### src/sv/ppr_pkg.sv
// shared widths, codes and stage types for the point pair reflection block
package ppr_pkg;

  localparam int COORD_W        = 32;
  localparam int CFG_W          = 31;
  localparam int CFG_IDX_W      = 2;
  localparam int UNIT_FRAC_BITS = 30;
  localparam int DIFF_W         = COORD_W + 1;
  localparam int SQ_W           = 2 * DIFF_W;
  localparam int L2_W           = SQ_W + 1;
  localparam int RAD_W          = L2_W + (L2_W % 2);
  localparam int SQRT_STEPS     = RAD_W / 2;
  localparam int ROOT_W         = SQRT_STEPS;
  localparam int SQ_REM_W       = ROOT_W + 2;
  localparam int NUM_W          = DIFF_W + UNIT_FRAC_BITS;
  localparam int DIV_STEPS      = 32;
  localparam int DIV_REM_W      = ROOT_W;
  localparam int Q_W            = UNIT_FRAC_BITS + 1;
  localparam int PROD_W         = 2 * Q_W;
  localparam int RND_SHIFT      = UNIT_FRAC_BITS - 1;
  localparam int RND_W          = PROD_W + 1 - RND_SHIFT;
  localparam int MM_W           = 2 * CFG_W;

  typedef enum logic [CFG_IDX_W-1:0] {
    CFG_MIN_LENGTH   = 2'd0,
    CFG_SIGN_EPSILON = 2'd1
  } ppr_cfg_e;

  // what every stage up to the sign choice carries along
  typedef struct packed {
    logic                           vld;
    logic                           rej;
    logic [2:0]                     neg;
    logic [2:0][DIFF_W-1:0]         mag;
    logic [2:0][COORD_W-1:0]        ctr;
  } ppr_item_t;

  typedef struct packed {
    ppr_item_t                      it;
    logic [RAD_W-1:0]               rad;
    logic [SQ_REM_W-1:0]            rem;
    logic [ROOT_W-1:0]              root;
  } ppr_sqrt_t;

  typedef struct packed {
    ppr_item_t                      it;
    logic [ROOT_W-1:0]              len;
    logic [2:0][DIV_REM_W-1:0]      rem;
    logic [2:0][DIV_STEPS-1:0]      nb;
  } ppr_div_t;

  typedef struct packed {
    logic                           vld;
    logic                           rej;
    logic [2:0][2:0][PROD_W-1:0]    pmag;
    logic [2:0][2:0]                pneg;
    logic [2:0][COORD_W-1:0]        nrm;
    logic [2:0][COORD_W-1:0]        ctr;
  } ppr_prod_t;

endpackage

### src/sv/ppr_div_step.sv
// one registered restoring step of the three normal divisions
module ppr_div_step import ppr_pkg::*; (
  input  logic     clk_i,
  input  logic     rst_ni,
  input  logic     en_i,
  input  ppr_div_t st_i,
  output ppr_div_t st_o
);
  ppr_div_t st_d;
  ppr_div_t st_q;
  logic [2:0][DIV_REM_W:0] t;
  logic [2:0][DIV_REM_W:0] diff;
  logic [2:0]              ge;

  always_comb begin
    st_d = st_i;
    for (int i = 0; i < 3; i++) begin
      t[i]    = {st_i.rem[i], st_i.nb[i][DIV_STEPS-1]};
      diff[i] = t[i] - {1'b0, st_i.len};
      ge[i]   = (t[i] >= {1'b0, st_i.len});
      st_d.rem[i] = ge[i] ? diff[i][DIV_REM_W-1:0] : t[i][DIV_REM_W-1:0];
      st_d.nb[i]  = {st_i.nb[i][DIV_STEPS-2:0], ge[i]};
    end
  end

  always_ff @(posedge clk_i or negedge rst_ni) begin
    if (!rst_ni) begin
      st_q <= '0;
    end else if (en_i) begin
      st_q <= st_d;
    end
  end

  assign st_o = st_q;
endmodule

### config.mk
export PLATFORM = sky130hd
export DESIGN_NAME = ppr_div_step
export DESIGN_NICKNAME = d
export VERILOG_FILES = /design/src/sv/ppr_pkg.sv /design/src/sv/ppr_div_step.sv
export SDC_FILE = /design/constraint.sdc
export NUM_CORES = 1
export LEC_CHECK = 0
export BUFFER_PORTS_ARGS = -buffer_cell sky130_fd_sc_hd__buf_2
export CAP_MARGIN = 10
export CORE_AREA = 2 2 334 336
export CTS_CLUSTER_DIAMETER = 30
export DETAILED_ROUTE_END_ITERATION = 8
export DIE_AREA = 0 0 336 338
export GPL_TIMING_DRIVEN = 0
export SLEW_MARGIN = 20
export SYNTH_ARGS = -nofsm -noshare
export SYNTH_HDL_FRONTEND = slang
export SYNTH_SLANG_ARGS = --single-unit
### constraint.sdc
create_clock -name clk_i -period 0.85 [get_ports clk_i]
set_input_delay 0 -clock clk_i [delete_from_list [all_inputs] [get_ports clk_i]]
set_output_delay 0 -clock clk_i [all_outputs]
set_load 0.02 [all_outputs]
==> reports/results.tsv <==
metric	value	unit
cts.sinks	432	
slowest_delay	510	ps
min_path_type	input pin to async pin	
synth.top_cell.area_share	48.12	%
p_per_area	2281	mW/mm^2
post-place-ws	-3215	ps
netlist_area	0.02247	sq mm
grt_pass1_vias	25970	
cts_made_buffers	134	
cts_tree	done	
critPathTopFamily	simple AND/OR/NAND/NOR gates	
grt_overflow	0	
fp.dieW	336	um
async_reset_ff_share	100.0	%
wire_per_inst	25.64	um
ys_ff_latch	432	
p_leak	22.60	nW
hold_viol_final	381	
synth.area.top_cells	dfrtp_1 (48%), mux2_2 (16%), ha_1 (5.7%)	
antenna_left	0	
arrival	2920	ps
synth_edf_count	0	
vias	25240	
cp-start-kind	input pin	
end_kind	register	
drt_pass1_iterations	5	
die_h	338	um
cts_max_level	4	
core_area	0.1101	sq mm
die_area	0.1136	sq mm
drc	0	
drv_slew	0	
crit_buf_inv	5	
cts_buffer_depth	3	
skew	0	ps
relSlewSlack	21.89	%
r2r_slack	-220	ps
cp_cell_sequence	buf_2 > inv_1 > ha_1 > clkbuf_1 > nand4_1 > or2_4 > nor4_4 > a2111oi_4 > o41ai_4 > buf_12 > buf_12 > mux2_4 > a21oi_2	
worstPathMaxFanout	8	
io_buffers	865	
largest_register_ffs	432	
status	complete, but fails checks	
peakVddDrop	1699	uV
stdcell_count	5496	
synth-warning-count	0	
clk_latency	720	ps
dp.cells	4351	
setup_ws	-1440	ps
row_count	122	
failed_checks	hold timing, setup timing	
clkTransAtPathRegs	50	ps
nFillCells	9646	
hpwl	94660	um
yosysSeqAreaShare	48.12	%
fin_util	43.97	%
drt_wl_total	140900	um
drive_above_1_share	52.48	%
rsz0062_at_grt	yes	
cpMostUsedCell	buf_12	
yosysUniqueCellTypes	75	
syn_avg_cell_area	11.27	sq um
worstSetupPathDepth	13	
gp_congestion	0.9628	
ioPinCount	867	
clockRootBuffer	clkbuf_16	
fmaxAchievable	436.6	MHz
synthCells	1993	
power	110.4	mW
synth_ff_type	dfrtp_1	
start_util	20.41	%
gr-usage-all-layers	22.84	%
drtIter0Drc	1108	
period_share	269.4	%
path_class	input pin to register	
yosysTopAreaCell	dfrtp_1	
grt_max_degree	97	
tightest_slew	1172	ps
grt_pass1_wl	184800	um
antenna_found_initial	43	
hold_slack	-779.4	ps
drv_cap	0	
final_nets	4421	
crit_slowest_cell	nor4_4	
vias_per_cell	4.593	
reg2regPathDepth	3	
post-route-min-period	2290	ps
setup_tns	-330100	ps
required	1480	ps
synth_nets	2533	
setup_viol	729	
syn2layout_area_growth	115.4	%
synthesized netlist by cell type, types with 31 or more instances:
library cell	count
mux2i_1	81
o21ai_0	65
a21oi_1	176
nor2_1	145
xnor2_1	45
dfrtp_1	432
nand3_1	31
a21o_1	61
clkbuf_1	84
inv_1	63
mux2_2	328
xor2_1	38
nand2_1	89
ha_1	102
cells in the final DEF, fill, tap and decap left out, drive strengths merged, types with 61 or more instances in the layout:
| cell | n |
|---|---|
| buf | 1249 |
| dlygate4sd3 | 524 |
| dfrtp | 432 |
| mux2 | 329 |
| clkbuf | 249 |
| a21oi | 177 |
| nor2 | 145 |
| ha | 102 |
| nand2 | 89 |
| mux2i | 81 |
| o21ai | 67 |
| a21o | 61 |
worst paths after layout:
| kind | from | endpoint |
|---|---|---|
| setup / recovery | st_i[223] | st_o[164]$_DFFE_PN0P_ |
| hold / removal | rst_ni | st_o[42]$_DFFE_PN0P_ |
| setup reg to reg | st_o[40]$_DFFE_PN0P_ | st_o[40]$_DFFE_PN0P_ |
| hold reg to reg | st_o[265]$_DFFE_PN0P_ | st_o[265]$_DFFE_PN0P_ |
| max in group asynchronous | rst_ni | st_o[244]$_DFFE_PN0P_ |
| min in group clk_i | st_i[203] | st_o[203]$_DFFE_PN0P_ |
per-stage QoR:
stage | cell area [sq um] | hold WS [ps]
2_1_floorplan | 24300 | -295.6
3_3_place_gp | 30490 | 231.7
3_5_place_dp | 30650 | -10.88
4_1_cts | 46220 | -824.1
5_1_grt | 48360 | -780.4
6_report | 48390 | -779.4
report_power, final:
part / total [mW] / internal [mW] / switching, mW
logic: 30.4 / 15.7 / 14.7
registers: 25.4 / 23.2 / 2.18
clock network: 54.6 / 37.7 / 16.9
total: 110 / 76.6 / 33.8
area by class of cell:
type / instances / area, sq um / share of cell area [%]
Antenna cell: 20 / 50.05 / 0.1034
Clock inverter: 68 / 1220 / 2.521
Inverter: 64 / 316.6 / 0.6542
Clock buffer: 175 / 3717 / 7.682
Sequential cell: 432 / 10810 / 22.35
Multi-Input combinational cell: 1400 / 13350 / 27.59
Buffer: 86 / 1360 / 2.811
Timing Repair Buffer: 1763 / 15700 / 32.44
Tap cell: 1488 / 1862 / 3.848
kinds of logic (layout without fill, tap and decap cells):
kind of cell,Yosys count,in the layout,synth area share (%)
and+or+nand+nor,367,367,7.496
AOI/OAI and AO/OA,435,435,12.22
muxes,410,410,20.12
other,0,20,0
xor gates and xnor gates,83,83,3.236
buffers and inverters,161,2156,2.868
DFF,432,432,48.12
adders and majority gates,105,105,5.948
routing by layer:
layer	track usage [%]	vias to the layer above	routed length [um]
met3	8.157	472	12500
met2	37.87	1219	66800
met5	0.2128	-	288
li1	-	11050	-
met4	16.06	40	11460
met1	24.24	12460	49870
timing repair:
action                                  in CTS  in global routing
pin swaps                                  138                 72
hold buffers                               505                 31
gates resized for setup                   1097                197
buffers inserted                           211                158
endpoints found under the setup margin     537                675
gates cloned                                 7                  1
endpoints found under the hold margin      699                495
Note: power is estimated with default switching activity, not from simulation.
