--- src/sv/ppr_pkg.sv ---
// shared widths, codes and stage types for the point pair reflection block
package ppr_pkg;

  localparam int COORD_W        = 32;
  localparam int CFG_W          = 31;
  localparam int CFG_IDX_W      = 2;
  localparam int UNIT_FRAC_BITS = 30;
  localparam int DIFF_W         = COORD_W + 1;
  localparam int SQ_W           = 2 * DIFF_W;
  localparam int L2_W           = SQ_W + 1;
  localparam int RAD_W          = L2_W + (L2_W % 2);
  localparam int SQRT_STEPS     = RAD_W / 2;
  localparam int ROOT_W         = SQRT_STEPS;
  localparam int SQ_REM_W       = ROOT_W + 2;
  localparam int NUM_W          = DIFF_W + UNIT_FRAC_BITS;
  localparam int DIV_STEPS      = 32;
  localparam int DIV_REM_W      = ROOT_W;
  localparam int Q_W            = UNIT_FRAC_BITS + 1;
  localparam int PROD_W         = 2 * Q_W;
  localparam int RND_SHIFT      = UNIT_FRAC_BITS - 1;
  localparam int RND_W          = PROD_W + 1 - RND_SHIFT;
  localparam int MM_W           = 2 * CFG_W;

  typedef enum logic [CFG_IDX_W-1:0] {
    CFG_MIN_LENGTH   = 2'd0,
    CFG_SIGN_EPSILON = 2'd1
  } ppr_cfg_e;

  // what every stage up to the sign choice carries along
  typedef struct packed {
    logic                           vld;
    logic                           rej;
    logic [2:0]                     neg;
    logic [2:0][DIFF_W-1:0]         mag;
    logic [2:0][COORD_W-1:0]        ctr;
  } ppr_item_t;

  typedef struct packed {
    ppr_item_t                      it;
    logic [RAD_W-1:0]               rad;
    logic [SQ_REM_W-1:0]            rem;
    logic [ROOT_W-1:0]              root;
  } ppr_sqrt_t;

  typedef struct packed {
    ppr_item_t                      it;
    logic [ROOT_W-1:0]              len;
    logic [2:0][DIV_REM_W-1:0]      rem;
    logic [2:0][DIV_STEPS-1:0]      nb;
  } ppr_div_t;

  typedef struct packed {
    logic                           vld;
    logic                           rej;
    logic [2:0][2:0][PROD_W-1:0]    pmag;
    logic [2:0][2:0]                pneg;
    logic [2:0][COORD_W-1:0]        nrm;
    logic [2:0][COORD_W-1:0]        ctr;
  } ppr_prod_t;

endpackage

--- src/sv/ppr_pair_if.sv ---


interface ppr_row_if import ppr_pkg::*; ();
  logic                      valid;
  logic                      ready;
  logic [1:0]                row_index;
  logic                      is_last;
  logic                      valid_res;
  logic signed [COORD_W-1:0] mat_col0;
  logic signed [COORD_W-1:0] mat_col1;
  logic signed [COORD_W-1:0] mat_col2;
  logic signed [COORD_W-1:0] normal_part;
  logic signed [COORD_W-1:0] center_part;

  modport source (output valid, row_index, is_last, valid_res, mat_col0, mat_col1,
                  mat_col2, normal_part, center_part, input ready);
  modport sink (input valid, row_index, is_last, valid_res, mat_col0, mat_col1,
                mat_col2, normal_part, center_part, output ready);
endinterface

--- src/sv/ppr_row_out.sv ---
// final rounding of the matrix and the output register that sends three row words, or one for a rejected pair
module ppr_row_out import ppr_pkg::*; (
  input  logic      clk_i,
  input  logic      rst_ni,
  input  ppr_prod_t prod_i,
  output logic      take_o,
  ppr_row_if.source row_out
);
  logic [2:0][2:0][COORD_W-1:0] h_d;
  logic [2:0][2:0][COORD_W-1:0] h_q;
  logic [2:0][COORD_W-1:0]      nrm_q;
  logic [2:0][COORD_W-1:0]      ctr_q;
  logic                         hold_q;
  logic                         rej_q;
  logic [1:0]                   row_q;
  logic [1:0]                   row_d;
  logic                         last;
  logic [PROD_W:0]              rsum;
  logic [RND_W-1:0]             rnd;
  logic [RND_W-1:0]             srnd;
  logic [RND_W-1:0]             ent;

  // h = delta * 2^u - round(2 * ni * nj / 2^u), half away from zero
  always_comb begin
    h_d = '0;
    for (int i = 0; i < 3; i++) begin
      for (int j = 0; j < 3; j++) begin
        rsum = {1'b0, prod_i.pmag[i][j]} + (PROD_W+1)'(1) * (1 << (RND_SHIFT-1));
        rnd  = RND_W'(rsum >> RND_SHIFT);
        srnd = prod_i.pneg[i][j] ? (~rnd + RND_W'(1)) : rnd;
        ent  = (i == j) ? (RND_W'(1) << UNIT_FRAC_BITS) - srnd : RND_W'(0) - srnd;
        h_d[i][j] = ent[COORD_W-1:0];
      end
    end
  end

  assign last   = rej_q || (row_q == 2'd2);
  assign take_o = !hold_q || (row_out.ready && last);
  assign row_d  = row_q + 2'd1;

  always_ff @(posedge clk_i or negedge rst_ni) begin
    if (!rst_ni) begin
      hold_q <= 1'b0;
      row_q  <= 2'd0;
    end else if (take_o) begin
      hold_q <= prod_i.vld;
      row_q  <= 2'd0;
    end else if (row_out.ready) begin
      row_q  <= row_d;
    end
  end

  always_ff @(posedge clk_i) begin
    if (take_o) begin
      rej_q <= prod_i.rej;
      if (prod_i.rej) begin
        h_q   <= '0;
        nrm_q <= '0;
        ctr_q <= '0;
      end else begin
        h_q   <= h_d;
        nrm_q <= prod_i.nrm;
        ctr_q <= prod_i.ctr;
      end
    end
  end

  always_comb begin
    row_out.valid       = hold_q;
    row_out.row_index   = row_q;
    row_out.is_last     = last;
    row_out.valid_res   = !rej_q;
    row_out.mat_col0    = h_q[0][0];
    row_out.mat_col1    = h_q[0][1];
    row_out.mat_col2    = h_q[0][2];
    row_out.normal_part = nrm_q[0];
    row_out.center_part = ctr_q[0];
    case (row_q)
      2'd1: begin
        row_out.mat_col0    = h_q[1][0];
        row_out.mat_col1    = h_q[1][1];
        row_out.mat_col2    = h_q[1][2];
        row_out.normal_part = nrm_q[1];
        row_out.center_part = ctr_q[1];
      end
      2'd2: begin
        row_out.mat_col0    = h_q[2][0];
        row_out.mat_col1    = h_q[2][1];
        row_out.mat_col2    = h_q[2][2];
        row_out.normal_part = nrm_q[2];
        row_out.center_part = ctr_q[2];
      end
      default: ;
    endcase
  end
endmodule

--- src/flat_wrapper.sv ---
// flat-port wrapper written by rule: the top's interface ports become plain ports
module ppr_row_out_flat import ppr_pkg::*;
  (clk_i, rst_ni, prod_i, take_o, row_out_valid, row_out_row_index, row_out_is_last, row_out_valid_res, row_out_mat_col0, row_out_mat_col1, row_out_mat_col2, row_out_normal_part, row_out_center_part, row_out_ready);
  ppr_row_if row_out_i ();
  input  logic clk_i;
  input  logic rst_ni;
  input  ppr_prod_t prod_i;
  output logic take_o;
  output wire logic [$bits(row_out_i.valid)-1:0] row_out_valid;
  output wire logic [$bits(row_out_i.row_index)-1:0] row_out_row_index;
  output wire logic [$bits(row_out_i.is_last)-1:0] row_out_is_last;
  output wire logic [$bits(row_out_i.valid_res)-1:0] row_out_valid_res;
  output wire logic [$bits(row_out_i.mat_col0)-1:0] row_out_mat_col0;
  output wire logic [$bits(row_out_i.mat_col1)-1:0] row_out_mat_col1;
  output wire logic [$bits(row_out_i.mat_col2)-1:0] row_out_mat_col2;
  output wire logic [$bits(row_out_i.normal_part)-1:0] row_out_normal_part;
  output wire logic [$bits(row_out_i.center_part)-1:0] row_out_center_part;
  input wire logic [$bits(row_out_i.ready)-1:0] row_out_ready;
  assign row_out_valid = row_out_i.valid;
  assign row_out_row_index = row_out_i.row_index;
  assign row_out_is_last = row_out_i.is_last;
  assign row_out_valid_res = row_out_i.valid_res;
  assign row_out_mat_col0 = row_out_i.mat_col0;
  assign row_out_mat_col1 = row_out_i.mat_col1;
  assign row_out_mat_col2 = row_out_i.mat_col2;
  assign row_out_normal_part = row_out_i.normal_part;
  assign row_out_center_part = row_out_i.center_part;
  assign row_out_i.ready = row_out_ready;
  ppr_row_out u_core (.clk_i(clk_i), .rst_ni(rst_ni), .prod_i(prod_i), .take_o(take_o), .row_out(row_out_i));
endmodule
--- config.mk ---
export PLATFORM = sky130hd
export DESIGN_NAME = ppr_row_out_flat
export DESIGN_NICKNAME = d
export VERILOG_FILES = /design/src/sv/ppr_pkg.sv /design/src/sv/ppr_pair_if.sv /design/src/sv/ppr_row_out.sv /design/src/flat_wrapper.sv
export SDC_FILE = /design/constraint.sdc
export NUM_CORES = 1
export LEC_CHECK = 0
export ABC_AREA = 0
export BUFFER_PORTS_ARGS = -buffer_cell sky130_fd_sc_hd__buf_4
export CORE_AREA = 3 3 363 365
export DETAILED_ROUTE_END_ITERATION = 10
export DIE_AREA = 0 0 366 368
export HOLD_SLACK_MARGIN = 0.02
export RECOVER_POWER = 100
export SKIP_CTS_REPAIR_TIMING = 1
export SYNTH_ARGS = -nofsm -noshare
export SYNTH_HDL_FRONTEND = slang
export SYNTH_SLANG_ARGS = --single-unit
--- constraint.sdc ---
create_clock -name clk_i -period 26.4 [get_ports clk_i]
set_input_delay 1.32 -clock clk_i [delete_from_list [all_inputs] [get_ports clk_i]]
set_output_delay 1.32 -clock clk_i [all_outputs]
set_load 0.1 [all_outputs]
==> reports/qor.yml <==
outcome:
  run_status: "finished with violations"
  violations: "max-capacitance violations, max-slew violations"
grt:
  track_usage: 0.260
  grt_pass1_wl_um: 269000
  grt.overflow.total: 0
  grt_antenna_before_repair: 23
  grt_max_degree: 159
  grt_pass1_vias: 40800
worst_setup_path:
  path_buf_inv: 3
  critPathKind: "reg2reg"
  worst_setup_path_start_kind: "flop"
  crit_fanout: 158
  critPathTopFamily: "buffers and inverters"
  slowest_delay_ps: 6720
  path_cells: "inv_1, ha_1, or2_2, nand2_1, nand2_1, clkbuf_1, clkbuf_1"
  cp.required_ps: 26570
  cpMaxStageDelayCell: "clkbuf_1"
  worstPathArrival_ps: 14670
  critPathCaptureType: "flop"
detailed_routing:
  vias: 43700
  drc: 0
  drtPass1Iterations: 5
  via_per_inst: 5.78
  antenna_left: 0
  wl_per_cell_um: 24.3
  routed_wl_um: 184000
  drt_iter0_markers: 3816
min_path:
  hp-class: "in2async"
synth:
  yosys-top-cells-area: "edfxtp_1, xnor2_1, xor2_1, nand2_1, o21ai_0"
  synth_seq_cells: 484
  synth_nets: 6161
  ys_seq_area_frac: 0.322
  ys_warn_count: 0
  syn_area_per_cell_sq_um: 8.40
  synthArstFlopShare: 0.00620
  netlist.area_leader.share: 0.320
  synth_cell_types: 121
  synth_common_cells: "nand2_1, edfxtp_1, xnor2_1, nor2_1, o21ai_0"
  synth_edf_count: 481
  synthCells: 5368
  syn_area_sq_um: 45100
  synth_most_common_cell: "nand2_1"
  yosysTopAreaCell: "edfxtp_1"
  synth_ff_type: "edfxtp_1"
placement:
  io_buffers: 668
  postPlaceCellArea_sq_um: 51000
  gp_congestion: 0.948
  hpwl_um: 145000
floorplanning:
  dieHeight_um: 368
  boundaryPins: 930
  initial_core_util: 0.349
  core_sq_um: 129000
  die_area_sq_um: 135000
  die_w_um: 366
  fp-row-count: 132
layout:
  fill_cells: 13400
  drive_above_1_share: 0.132
  seqCellArea_sq_um: 14500
  area_delta_synth_final_pct: 15.7
  multi_input_area_sq_um: 28700
  stdcell_area_sq_um: 52100
  nNetsFinal: 6561
power:
  power_leakage_nw: 17.3
  ir_drop_uv: 53.1
  power_mw: 3.22
  powerDensity_nw_per_um2: 61.7
timing:
  fin_crit_sh: 0.549
  slew_headroom: -5.37
  rsz0062_at_grt: "no"
  fin_tns_setup_ps: 0
  final_max_slew_viol_count: 1413
  fmax_mhz: 69.0
  min_period_ps: 14500
  hold_viol: 0
  fin_skew_ps: 15.5
  finalSetupViolCount: 0
  tightest_slew_ps: 9560
clocking:
  numCtsBuffers: 61
  cts.path.max_buffers: 3
  clock_latency_ps: 650
  cts_tree: "yes"
  clock-sinks: 484
  cts.htree.levels: 2
  root_buffer: "clkbuf_16"
  clkTransAtPathRegs_ps: 60
job:
  max_cap_violations: 24
path summary, 6_finish.rpt:
kind                                                           end  cells after the start                                    start  slack (ps)
max reg2reg                          u_core.h_q[143]$_SDFFCE_PP0P_                      7  u_core.row_out.row_index[0]$_DFFE_PN0P_       11900
min                        u_core.row_out.row_index[0]$_DFFE_PN0P_                      1                                   rst_ni         480
min in group clk_i         u_core.row_out.row_index[0]$_DFFE_PN0P_                      1         u_core.row_out.valid$_DFFE_PN0P_         550
max                                  u_core.h_q[143]$_SDFFCE_PP0P_                      7  u_core.row_out.row_index[0]$_DFFE_PN0P_       11900
max in group asynchronous  u_core.row_out.row_index[1]$_DFFE_PN0P_                      1                                   rst_ni       25750
min reg2reg                u_core.row_out.row_index[0]$_DFFE_PN0P_                      1         u_core.row_out.valid$_DFFE_PN0P_         550
state kept, by name, summed over array words and instances (netlist names):
register,flops
u_core.nrm_q,96
u_core.h_q,288
u_core.ctr_q,96
u_core.rej_q,1
u_core.row_out.valid,1
u_core.row_out.row_index,2
power by group:
part | switching [mW] | total [mW] | internal [mW]
sequential | 0.0382 | 1.03 | 0.993
combinational | 1.10 | 1.37 | 0.267
clock | 0.355 | 0.819 | 0.463
per-stage QoR:
step | worst slack, ps | hold slack [ps] | instances | utilization
after floorplan | 12320 | 1010 | 5368 | -
after global routing | 11000 | 473 | 7565 | 0.404
after CTS | 20600 | 416 | 7557 | 0.409
after detailed placement | 19910 | 588 | 7447 | 0.395
after global placement | 19980 | 580 | 7447 | 0.395
final | 11900 | 484 | 7568 | 0.404
kinds of logic after synthesis:
group,after synthesis,share of synthesized area
XOR/XNOR,697,0.136
buffers and inverters,429,0.0399
AO/OA/AOI/OAI,1233,0.188
adder cells (fa/ha/maj),29,0.00805
multiplexers,58,0.0137
AND/OR/NAND/NOR,2438,0.292
flip-flops,484,0.322
layout by cell type (no fill, tap or decap), types with 16 or more instances in the layout:
master     Yosys  layout
nand2_1      515     515
buf_4         20     510
edfxtp_1     481     481
xnor2_1      459     459
nor2_1       438     438
o21ai_0      354     354
xor2_1       235     235
nand3_1      233     233
nor2b_1      223     223
clkbuf_1     236     194
nor3_1       187     188
a22oi_1      172     172
nand4_1      151     153
a21oi_1      137     138
nor4_1       115     116
and3_1        99      99
or3_1         77      77
o31ai_1       70      70
inv_1         69      69
and2_1        68      65
clkbuf_16      0      61
and4_1        46      46
a211oi_1      46      46
a31oi_1       45      45
or4_1         38      38
nand2b_1      36      36
o211ai_1      36      36
mux2i_1       32      32
or2_2         30      30
o21a_1        30      30
nor3b_1       29      29
o41ai_1       29      29
ha_1          29      28
nor4_2        24      23
mux2_2        24      23
a21o_1        19      19
nand3b_1      17      17
a311oi_1      16      16
o31a_1        16      16
per-layer routing:
metal | up-vias | part of all wire | global-route usage
met2 | 1460 | 0.47 | 0.436
met5 | - | 0.00095 | 0
met3 | 205 | 0.076 | 0.0642
li1 | 20900 | - | -
met1 | 21100 | 0.42 | 0.328
met4 | 24 | 0.031 | 0.0812
worst register-to-register path, stage by stage, from the launching register on:
cell and delay, ps:
dfrtp_1 430, inv_1 100, ha_1 1790, or2_2 390, nand2_1 70, nand2_1 1180
clkbuf_1 6770, clkbuf_1 3170
area by class of cell:
| type | instances | share of cell area |
|---|---|---|
| Multi-Input combinational cell | 4455 | 0.551 |
| Timing Repair Buffer | 693 | 0.0866 |
| Inverter | 73 | 0.00525 |
| Antenna cell | 11 | 0.000528 |
| Clock inverter | 38 | 0.00641 |
| Clock buffer | 72 | 0.0301 |
| Tap cell | 1742 | 0.0418 |
| Sequential cell | 484 | 0.278 |
No activity file was read; power rests on OpenSTA's default activity.
