**config.mk**
```make
export PLATFORM = sky130hd
export DESIGN_NAME = ppr_sqrt_step
export DESIGN_NICKNAME = d
export VERILOG_FILES = /design/src/sv/ppr_pkg.sv /design/src/sv/ppr_sqrt_step.sv
export SDC_FILE = /design/constraint.sdc
export NUM_CORES = 1
export LEC_CHECK = 0
export ABC_CLOCK_PERIOD_IN_PS = 800
export BUFFER_PORTS_ARGS = -buffer_cell sky130_fd_sc_hd__buf_2
export CORE_AREA = 2 2 261 263
export CTS_CLUSTER_SIZE = 24
export DETAILED_ROUTE_END_ITERATION = 12
export DIE_AREA = 0 0 263 265
export PLACE_DENSITY = 0.51
export SYNTH_ARGS = -nofsm -noshare
export SYNTH_HDL_FRONTEND = slang
export SYNTH_SLANG_ARGS = --single-unit
```
**constraint.sdc**
```tcl
create_clock -name clk_i -period 0.8 [get_ports clk_i]
set_input_delay 0.04 -clock clk_i [delete_from_list [all_inputs] [get_ports clk_i]]
set_output_delay 0.04 -clock clk_i [all_outputs]
set_load 0.005 [all_outputs]
```
**src/sv/ppr_pkg.sv**
```systemverilog
// shared widths, codes and stage types for the point pair reflection block
package ppr_pkg;

  localparam int COORD_W        = 32;
  localparam int CFG_W          = 31;
  localparam int CFG_IDX_W      = 2;
  localparam int UNIT_FRAC_BITS = 30;
  localparam int DIFF_W         = COORD_W + 1;
  localparam int SQ_W           = 2 * DIFF_W;
  localparam int L2_W           = SQ_W + 1;
  localparam int RAD_W          = L2_W + (L2_W % 2);
  localparam int SQRT_STEPS     = RAD_W / 2;
  localparam int ROOT_W         = SQRT_STEPS;
  localparam int SQ_REM_W       = ROOT_W + 2;
  localparam int NUM_W          = DIFF_W + UNIT_FRAC_BITS;
  localparam int DIV_STEPS      = 32;
  localparam int DIV_REM_W      = ROOT_W;
  localparam int Q_W            = UNIT_FRAC_BITS + 1;
  localparam int PROD_W         = 2 * Q_W;
  localparam int RND_SHIFT      = UNIT_FRAC_BITS - 1;
  localparam int RND_W          = PROD_W + 1 - RND_SHIFT;
  localparam int MM_W           = 2 * CFG_W;

  typedef enum logic [CFG_IDX_W-1:0] {
    CFG_MIN_LENGTH   = 2'd0,
    CFG_SIGN_EPSILON = 2'd1
  } ppr_cfg_e;

  // what every stage up to the sign choice carries along
  typedef struct packed {
    logic                           vld;
    logic                           rej;
    logic [2:0]                     neg;
    logic [2:0][DIFF_W-1:0]         mag;
    logic [2:0][COORD_W-1:0]        ctr;
  } ppr_item_t;

  typedef struct packed {
    ppr_item_t                      it;
    logic [RAD_W-1:0]               rad;
    logic [SQ_REM_W-1:0]            rem;
    logic [ROOT_W-1:0]              root;
  } ppr_sqrt_t;

  typedef struct packed {
    ppr_item_t                      it;
    logic [ROOT_W-1:0]              len;
    logic [2:0][DIV_REM_W-1:0]      rem;
    logic [2:0][DIV_STEPS-1:0]      nb;
  } ppr_div_t;

  typedef struct packed {
    logic                           vld;
    logic                           rej;
    logic [2:0][2:0][PROD_W-1:0]    pmag;
    logic [2:0][2:0]                pneg;
    logic [2:0][COORD_W-1:0]        nrm;
    logic [2:0][COORD_W-1:0]        ctr;
  } ppr_prod_t;

endpackage

```
**src/sv/ppr_sqrt_step.sv**
```systemverilog
// one registered digit step of the integer square root
module ppr_sqrt_step import ppr_pkg::*; (
  input  logic      clk_i,
  input  logic      rst_ni,
  input  logic      en_i,
  input  ppr_sqrt_t st_i,
  output ppr_sqrt_t st_o
);
  logic [SQ_REM_W+1:0] rem_sh;
  logic [SQ_REM_W+1:0] trial;
  logic [SQ_REM_W+1:0] diff;
  logic                ge;
  ppr_sqrt_t           st_d;
  ppr_sqrt_t           st_q;

  always_comb begin
    rem_sh = {st_i.rem, st_i.rad[RAD_W-1 -: 2]};
    trial  = {{(SQ_REM_W-ROOT_W){1'b0}}, st_i.root, 2'b01};
    diff   = rem_sh - trial;
    ge     = (rem_sh >= trial);
    st_d      = st_i;
    st_d.rad  = {st_i.rad[RAD_W-3:0], 2'b00};
    st_d.rem  = ge ? diff[SQ_REM_W-1:0] : rem_sh[SQ_REM_W-1:0];
    st_d.root = {st_i.root[ROOT_W-2:0], ge};
  end

  always_ff @(posedge clk_i or negedge rst_ni) begin
    if (!rst_ni) begin
      st_q <= '0;
    end else if (en_i) begin
      st_q <= st_d;
    end
  end

  assign st_o = st_q;
endmodule

```
==> flow_metrics.tcl, run 1 <==
set metrics [dict create \
    layout.nets 2873 \
    antenna_found_initial 12 \
    highest_layer "met5" \
    synth-simple-area-share 0.0379 \
    route.vias.total 14300 \
    clock-sinks 336 \
    wl_met1_um 23900 \
    wl_met3_um 4140 \
    finalCritPeriodShare 2.62 \
    rr_startpoint "st_o[5]" \
    rows 95 \
    fmax_ghz 0.478 \
    critPathLaunch "st_i[12]" \
    viasPerCell 4.21 \
    violations "hold timing, setup timing" \
    fin_ws_ps -1290 \
    die_area_mm2 0.0697 \
    core_mm2 0.0668 \
    final_util 0.428 \
    clk_latency_ps 550 \
    drt-initial-drc-count 570 \
    p_total_uw 52900 \
    first_global_vias 15700 \
    syn_inst 1109 \
    synth_top_family_by_area "multiplexers" \
    layout-drive-gt1-share 0.590 \
    final-setup-viol-count 494 \
    synth_area_leader_cell "dfrtp_1" \
    hold_viol_final 17 \
    synth.area.top_cells "dfrtp_1 (57%), mux2_2 (23%), ha_1 (3.0%)" \
    io_pins 679 \
    dr.pass1.iters 4 \
    clockRootBuffer "clkbuf_16" \
    ys_seq_area_frac 0.565 \
    fin_worst_skew_ps 0 \
    cts_hold_buf 335 \
    grt.overflow.total 0 \
    gp_congestion 0.836 \
    synth-xor-area-share 0.0200 \
    ant_nets 0 \
    worst-path-max-fanout 4 \
    synth.area.mux_share 0.251 \
    finalCriticalPeriod_ps 2090 \
    p_per_area_mw_per_mm2 1850 \
    syn_area_mm2 0.0149 \
    drv_cap 0 \
    holdWs_ps -101 \
    criticalPathCategory "primary input to flip-flop" \
    cts-htree-levels 2 \
    cts_tree "built" \
    syn_area_per_cell_um2 13.4 \
    synthToLayoutAreaGrowth_pct 92.3 \
    synth-edff-count 0 \
    grt_max_degree 33 \
    cts_buffers 40 \
    drt-total-wl_um 59700 \
    ir_drop_v 0.00113 \
    crit_path_end_kind "flip-flop" \
    numPortBuffers 676 \
    cts_max_path_buffers 3 \
    largest_reg_flops 336 \
    grt_use_total 0.163 \
    wl_met2_um 29600 \
    dieHeight_um 265 \
    ys_ff_latch 336 \
    start_kind "primary input" \
    rsz0062_at_grt "true" \
    drc_errors 0 \
    hold_path_class "primary input to asynchronous set/reset pin" \
    async_flop_share 1.00 \
    synth_fa_ha_area_frac 0.0303 \
    start_util 0.223 \
    dieWidth_um 263 \
    synth_top_area_frac 0.565 \
    clkTransAtPathRegs_ps 60 \
    grt_pass1_wl_um 89900 \
    synth-warning-count 0 \
    wire_per_inst_um 17.5 \
    dpl.hpwl_um 43700 \
    slew_violations 0 \
    synth_compound_area_frac 0.0646 \
    worstPathArrival_ps 2540 \
    synth_cell_types 60 \
    outcome "finished, violations left" \
    synthFlopType "dfrtp_1" \
    p_leak_uw 0.0141 \
    required_ps 1240 \
]
## synthesized netlist by cell type (2+ instances only)
cell / n
o21ai_1: 4
buf_2: 2
ha_1: 36
xnor2_1: 19
o21bai_1: 4
o211ai_1: 4
o211ai_2: 2
o21a_1: 5
a31oi_1: 10
a21boi_0: 2
nand3_1: 13
and3_1: 3
nor2b_1: 3
nor2_1: 39
buf_12: 2
dfrtp_1: 336
mux2i_1: 26
o21ai_0: 12
buf_4: 4
clkbuf_1: 43
nor4_1: 3
a21oi_1: 57
o221ai_1: 3
nand2b_1: 4
o22ai_1: 3
a21o_1: 21
nor3_1: 4
nand3b_1: 2
nand2_1: 35
nand4_1: 3
inv_1: 49
mux2_2: 307
xor2_1: 15
and2_1: 6
a211oi_1: 2
mux2_1: 2
## metal layers
| metal | global-route usage | vias to the layer above |
|---|---|---|
| li1 | - | 6702 |
| met1 | 0.195 | 7048 |
| met2 | 0.282 | 459 |
| met3 | 0.0425 | 129 |
| met4 | 0.0548 | 6 |
| met5 | 0 | - |
## layout by cell type (no fill, tap or decap), drive strengths merged, types with 11 or more instances in the layout
cell type,n
a31oi,11
mux2i,26
nor2,39
dfrtp,336
clkbuf,55
buf,1063
a21o,21
clkinv,12
a21oi,57
xnor2,19
nand2,36
o21ai,17
inv,51
mux2,309
nand3,13
ha,36
xor2,15
dlygate4sd3,334
## kinds of logic (layout without fill, tap and decap cells)
group	count (synthesis)	after routing
fa+ha+maj	36	36
flops	336	336
other cells	1	9
xor+xnor	34	34
simple gates	121	121
buf+inv	102	1519
compound gates	144	144
mux	335	335
## final timing paths
check / end / cells past startpoint / slack, ps
max in group asynchronous: st_o[11] / 4 / 240
min in group clk_i: st_o[51] / 4 / -50
min reg2reg: st_o[253] / 1 / 500
max: st_o[67] / 12 / -1290
max reg2reg: st_o[5] / 3 / -190
min: st_o[275] / 2 / -100
## layout make-up
cell class | count | area, um^2
antenna | 7 | 17.5
fill | 6109 | 38200
tap | 873 | 1090
sequential | 336 | 8410
multi-input combinational | 672 | 6910
timing repair buffer | 1397 | 10600
clock buffer | 55 | 1160
clock inverter | 18 | 179
inverter | 49 | 196
## per-stage QoR
step | setup slack (ps) | hold WS [ps] | cell area, um^2 | setup TNS [ps] | cells
after floorplan | -1600 | -256 | 16200 | -88090 | 1110
after global placement | -1960 | -139 | 21800 | -119710 | 2850
after detailed placement | -2020 | -138 | 21800 | -122250 | 2850
after CTS | -1210 | -92.2 | 27800 | -165780 | 3363
after global routing | -1320 | -108 | 28600 | -178400 | 3401
final | -1290 | -101 | 28600 | -154100 | 3407
## worst max-delay path: stages
cell	delay (ps)
buf_8	80
inv_4	30
ha_4	270
a21o_1	180
a2111oi_4	100
or4_1	500
a211oi_2	290
o211ai_1	150
a32oi_1	260
xor2_1	100
mux2_4	270
mux2_4	250
## where the power goes
part	internal (uW)	switching (uW)	total [uW]
combinational	8850	5510	14400
sequential	18900	1160	20100
clock	11100	7380	18500
## repair_timing
| item | in CTS | in global routing |
|---|---|---|
| endpoints found under the setup margin | 375 | 486 |
| setup buffers | 113 | 66 |
| hold endpoints to repair | 670 | 23 |
| resized for setup | 121 | 120 |
| pin swaps | 25 | 19 |
No activity file was read; power rests on OpenSTA's default activity.
==> run 2: changes to the inputs <==
Settings changed: CELL_PAD_IN_SITES_DETAIL_PLACEMENT from default to 0, CELL_PAD_IN_SITES_GLOBAL_PLACEMENT from default to 2, CORE_AREA 2 2 261 263 to 2 2 268 270, DIE_AREA 0 0 263 265 to 0 0 270 272, PLACE_DENSITY 0.51 to 0.68.
==> run 2 against run 1 <==
Against the previous run: the flow still finishes with violations (hold timing, setup timing); die area increased by 5.4%; sequential power about the same; hold slack improved by 69 ps; combinational power is 3% higher.
==> flow_metrics.tcl, run 2 (synthesis gave the netlist of run 1 again) <==
set metrics [dict create \
    outcome "finished, violations left" \
    violations "hold timing, setup timing" \
    slew_violations 0 \
    ant_nets 0 \
    drv_cap 0 \
    rows 98 \
    dpl.hpwl_um 46400 \
    instances_no_fill 3507 \
    dr.pass1.iters 4 \
    worst-path-max-fanout 4 \
    grt_max_degree 51 \
    worstPathArrival_ps 2520 \
    clockRootBuffer "clkbuf_16" \
    drc_errors 0 \
    p_total_uw 53100 \
    holdWs_ps -32.1 \
    fin_worst_skew_ps 0 \
    critPathMostFrequentCell "mux2_4" \
    path_cells "buf_2 -> inv_2 -> ha_4 -> and3_4 -> a2111oi_4 -> or4_1 -> a211oi_2 -> o211ai_1 -> a32oi_1 -> xor2_1 -> mux2_4 -> mux2_4" \
    required_ps 1250 \
    max_stage_delay_ps 540 \
    cts_tree "built" \
    final-setup-viol-count 495 \
    cp.depth 12 \
    cts_hold_buf 334 \
    rr_startpoint "st_o[51]" \
    antenna_found_initial 12 \
    ff_latch_area_mm2 0.00841 \
    dieHeight_um 272 \
    rrSetupSlack_ps -210 \
    wire_per_inst_um 17.8 \
    start_kind "primary input" \
    hp-start "st_i[65]" \
    ir_drop_v 0.00128 \
    finalCritPeriodShare 2.58 \
    grt.overflow.total 0 \
    fin_ws_ps -1270 \
    finalCriticalPeriod_ps 2070 \
    dieWidth_um 270 \
    core_mm2 0.0708 \
    die_area_mm2 0.0734 \
    gp_congestion 0.873 \
    cp_slowest_cell "or4_1" \
    critPathTopFamily "simple AND/OR/NAND/NOR gates" \
    p_per_area_mw_per_mm2 1830 \
    io_pins 679 \
    clk_latency_ps 550 \
    critPathLaunch "st_i[13]" \
    criticalPathCategory "primary input to flip-flop" \
    cts-htree-levels 2 \
    cp.buffers_inverters 2 \
    largest_reg_flops 336 \
    p_leak_uw 0.0143 \
    cts_buffers 42 \
    drt-total-wl_um 62400 \
    drt-initial-drc-count 435 \
    route.vias.total 14300 \
    layout.nets 2904 \
    synthToLayoutAreaGrowth_pct 95.5 \
    start_util 0.210 \
    viasPerCell 4.08 \
    mostFrequentLayoutCells "buf_2 (603), dfrtp_1 (336), dlygate4sd3_1 (334)" \
    fillers 6665 \
    cts_max_path_buffers 3 \
    first_global_vias 15700 \
    fmax_ghz 0.484 \
    hold_viol_final 1 \
    numPortBuffers 676 \
    worstReg2RegEnd "st_o[51]" \
    crit_path_end_kind "flip-flop" \
    hold_path_class "primary input to flip-flop" \
    endpoint "st_o[67]" \
    rsz0062_at_grt "true" \
    multi_input_area_mm2 0.00695 \
    layout-drive-gt1-share 0.599 \
    mostFrequentLayoutCell "buf_2" \
    dp.cells 2942 \
    grt_pass1_wl_um 92900 \
    worstRegToRegCells 3 \
    clkTransAtPathRegs_ps 60 \
    clock-sinks 336 \
    grt_use_total 0.161 \
]
[run 2: changes by cell type in the layout (fill, tap and decap cells not counted), sizes merged, moves of 2 or more]
cell / delta
buf: +29
diode: -6
bufinv: -3
inv: +2
[run 2: metrics by stage]
| stage | TNS (ps) | utilization | worst slack [ps] | area (um^2) |
|---|---|---|---|---|
| after floorplan | -88090 | - | -1600 | 16200 |
| after global placement | -143280 | 0.311 | -2030 | 22000 |
| after detailed placement | -147220 | 0.311 | -2050 | 22000 |
| after CTS | -174760 | 0.399 | -1250 | 28200 |
| after global routing | -187080 | 0.411 | -1370 | 29100 |
| final | -162020 | 0.411 | -1270 | 29100 |
[run 2: how the worst min path moves through the flow]
stage | end | slack (ps) | cells past startpoint
2_1_floorplan | st_o[0] | -260 | 0
3_3_place_gp | st_o[91] | 70 | 2
3_5_place_dp | st_o[92] | 70 | 2
4_1_cts | st_o[67] | -70 | 4
5_1_grt | st_o[67] | -40 | 4
6_report | st_o[67] | -30 | 4
[run 2: final cells by class]
type / instances / share of cell area
Tap cell: 950 / 0.0409
Inverter: 49 / 0.00675
Multi-Input combinational cell: 672 / 0.239
Antenna cell: 1 / 0.0000860
Sequential cell: 336 / 0.289
Timing Repair Buffer: 1426 / 0.379
Clock inverter: 17 / 0.00400
Clock buffer: 56 / 0.0407
[run 2: layer usage]
metal,vias up,global-route usage,routed length (um),share of wire
met2,442,0.278,30600,0.49
li1,6735,-,-,-
met1,7003,0.194,25700,0.41
met4,14,0.0478,1650,0.026
met5,-,0,83,0.0013
met3,108,0.0481,4440,0.071
[run 2: tightest hold or removal path, delay by kind of cell]
kind	cells	cell delay, ps
buf+inv	2	210
mux	2	250
[run 2: repair_timing]
item	in CTS	in global routing
cloned	2	0
setup buffers	115	78
pin swaps	35	34
endpoints found under the hold margin	670	1
gates resized for setup	164	137
endpoints found under the setup margin	374	475
[run 2: power by group]
part	total, uW	internal [uW]	switching (uW)
Combinational	14800	9220	5630
Clock	18200	10400	7740
Sequential	20100	18900	1210
Total	53100	38600	14600
==> run 3: changes to the inputs <==
Settings changed: ABC_CLOCK_PERIOD_IN_PS 800 to 2530, CELL_PAD_IN_SITES_DETAIL_PLACEMENT 0 to 1, CORE_AREA 2 2 268 270 to 2 2 261 263, DIE_AREA 0 0 270 272 to 0 0 263 265, PLACE_DENSITY 0.68 to 0.69.
Clock period 0.8 ns to 2.53 ns, I/O delays scaled along.
==> run 3 against run 2 <==
Against the previous run: the run now ends clean; via count fell by 4.6%; clock power fell by 66%; core utilization fell by 3.3 points; final cell count fell by 9.8%; design area fell by 13%; clock-buffer cell count rose by 3; combinational power fell by 76%; register-to-register slack improved by 1900 ps; worst setup slack improved by 1400 ps; clock skew did not move; global-route usage rose by 1.6 points; highest routed layer unchanged.
==> flow_metrics.tcl, run 3 (synthesis gave the netlist of run 1 again) <==
set metrics [dict create \
    instances_no_fill 3165 \
    p_per_area_mw_per_mm2 633 \
    criticalPathCategory "primary input to flip-flop" \
    largest_reg_flops 336 \
    slew_violations 0 \
    wl_met3_um 4180 \
    hold_path_class "primary input to flip-flop" \
    clock-sinks 336 \
    viasPerCell 4.31 \
    fmax_ghz 0.410 \
    io_pins 679 \
    numPortBuffers 676 \
    route.vias.total 13600 \
    multi_input_area_mm2 0.00618 \
    dieHeight_um 265 \
    drt-total-wl_um 62900 \
    final.setup.tns_ps 0 \
    grt.overflow.total 0 \
    crit_path_end_kind "flip-flop" \
    start_kind "primary input" \
    mostFrequentLayoutCell "buf_2" \
    core_mm2 0.0668 \
    dpl.hpwl_um 45700 \
    cp_slowest_cell "dlygate4sd3_1" \
    finalCritPeriodShare 0.965 \
    clk_latency_ps 560 \
    fillers 7461 \
    dieWidth_um 263 \
    worst-path-max-fanout 8 \
    wl_met2_um 32600 \
    antenna_found_initial 10 \
    cts_tree "built" \
    rows 95 \
    path_cells "dlygate4sd3_1 -> buf_2 -> ha_1 -> nand2_1 -> o21ai_1 -> a2111oi_2 -> o21ai_1 -> a41oi_4 -> buf_12 -> mux2_1 -> mux2_2" \
    rrSetupSlack_ps 1680 \
    worstRegToRegCells 1 \
    clkTransAtPathRegs_ps 60 \
    gp_congestion 0.832 \
    critPathLaunch "st_i[60]" \
    cts_max_path_buffers 3 \
    layout-drive-gt1-share 0.534 \
    fin_worst_skew_ps 0 \
    synthToLayoutAreaGrowth_pct 69.6 \
    drt-initial-drc-count 396 \
    whs_endpoint "st_o[67]" \
    outcome "finished, final reports clean" \
    worst_pin_slew_ps 704 \
    ant_nets 0 \
    required_ps 2970 \
    worstPathArrival_ps 2880 \
    wire_per_inst_um 19.9 \
    finalCriticalPeriod_ps 2440 \
    ir_drop_v 0.000434 \
    hold_viol_final 0 \
    clockRootBuffer "clkbuf_16" \
    hold_depth 4 \
    wl_met1_um 22600 \
    grt_use_total 0.177 \
    critPathTopFamily "compound AO/OA/AOI/OAI gates" \
    p_leak_uw 0.0120 \
    drv_cap 0 \
    highest_layer "met5" \
    hp-start "st_i[65]" \
    rsz0062_at_grt "false" \
    mostFrequentLayoutCells "buf_2 (668), dfrtp_1 (336), dlygate4sd3_1 (331)" \
    rr_startpoint "st_o[146]" \
    cts_buffers 41 \
    ff_latch_area_mm2 0.00841 \
    layout.nets 2629 \
    cts-htree-levels 2 \
    first_global_vias 15900 \
    final-setup-viol-count 0 \
    drc_errors 0 \
    worstReg2RegEnd "st_o[146]" \
    critPathMostFrequentCell "o21ai_1" \
    dr.pass1.iters 4 \
    relSlewSlack 0.531 \
    die_area_mm2 0.0697 \
    start_util 0.223 \
    cp.buffers_inverters 3 \
    grt_pass1_wl_um 96500 \
    max_stage_delay_ps 550 \
    dp.cells 2751 \
    grt_max_degree 78 \
]
## run 3: cell count changes in the layout (fill, tap and decap cells not counted), sizes merged
cell / previous run / this run
inv: 53 / 50
clkinv: 11 / 10
bufinv: 0 / 3
clkbuf: 56 / 59
dlygate4sd3: 334 / 331
diode: 1 / 9
clkinvlp: 2 / 1
dlymetal6s4s: 0 / 5
buf: 1092 / 816
## run 3: report_power, final
part | total (uW) | internal [uW] | switching (uW) | leakage [uW]
registers | 6320 | 5980 | 341 | 0.00392
clock network | 6100 | 3570 | 2530 | 0.000677
logic | 3550 | 1940 | 1610 | 0.00741
total | 16000 | 11500 | 4480 | 0.0120
## run 3: tightest hold or removal path, delay by kind of cell
kind                   cells  cell delay [ps]
multiplexers               2              270
buffers and inverters      2              200
## run 3: area by class of cell
cell class                      count  share of cell area
Antenna cell                        9            0.000893
Clock buffer                       59              0.0465
Clock inverter                     15             0.00823
Inverter                           49             0.00729
Multi-Input combinational cell    672               0.245
Sequential cell                   336               0.333
Tap cell                          873              0.0433
Timing Repair Buffer             1152               0.315
## run 3: stage by stage
step / instance area (um^2) / setup WS, ps / hold WS, ps / total power (uW) / utilization
after detailed placement: 20400 / -396 / 177 / 9490 / 0.305
after global placement: 20400 / -362 / 176 / 9390 / 0.305
after floorplan: 14900 / -3.05 / -169 / 7670 / -
after global routing: 25200 / 5.21 / 32.8 / 16800 / 0.378
final: 25200 / 88.9 / 55.2 / 16000 / 0.378
after CTS: 25100 / 0.229 / 7.74 / 16200 / 0.376
## run 3: how the worst max path moves through the flow
stage | end | slack, ps | cells after the start
global route | st_o[51] | 5 | 11
CTS | st_o[61] | 0.2 | 15
global placement | st_o[42] | -360 | 13
floorplan | st_o[51] | -3 | 12
detailed placement | st_o[67] | -400 | 13
finish | st_o[51] | 90 | 11
## run 3: what timing repair did
| item | CTS | global route |
|---|---|---|
| setup endpoints to repair | 0 | 28 |
| endpoints found under the hold margin | 400 | 2 |
| hold buffers | 334 | 2 |
| resized for setup | 0 | 23 |
| setup buffers | 0 | 1 |
## run 3: routing by layer
layer / vias up / global-route usage
met5: - / 0
met3: 162 / 0.0527
met2: 487 / 0.320
li1: 6214 / -
met1: 6779 / 0.186
met4: 2 / 0.0928
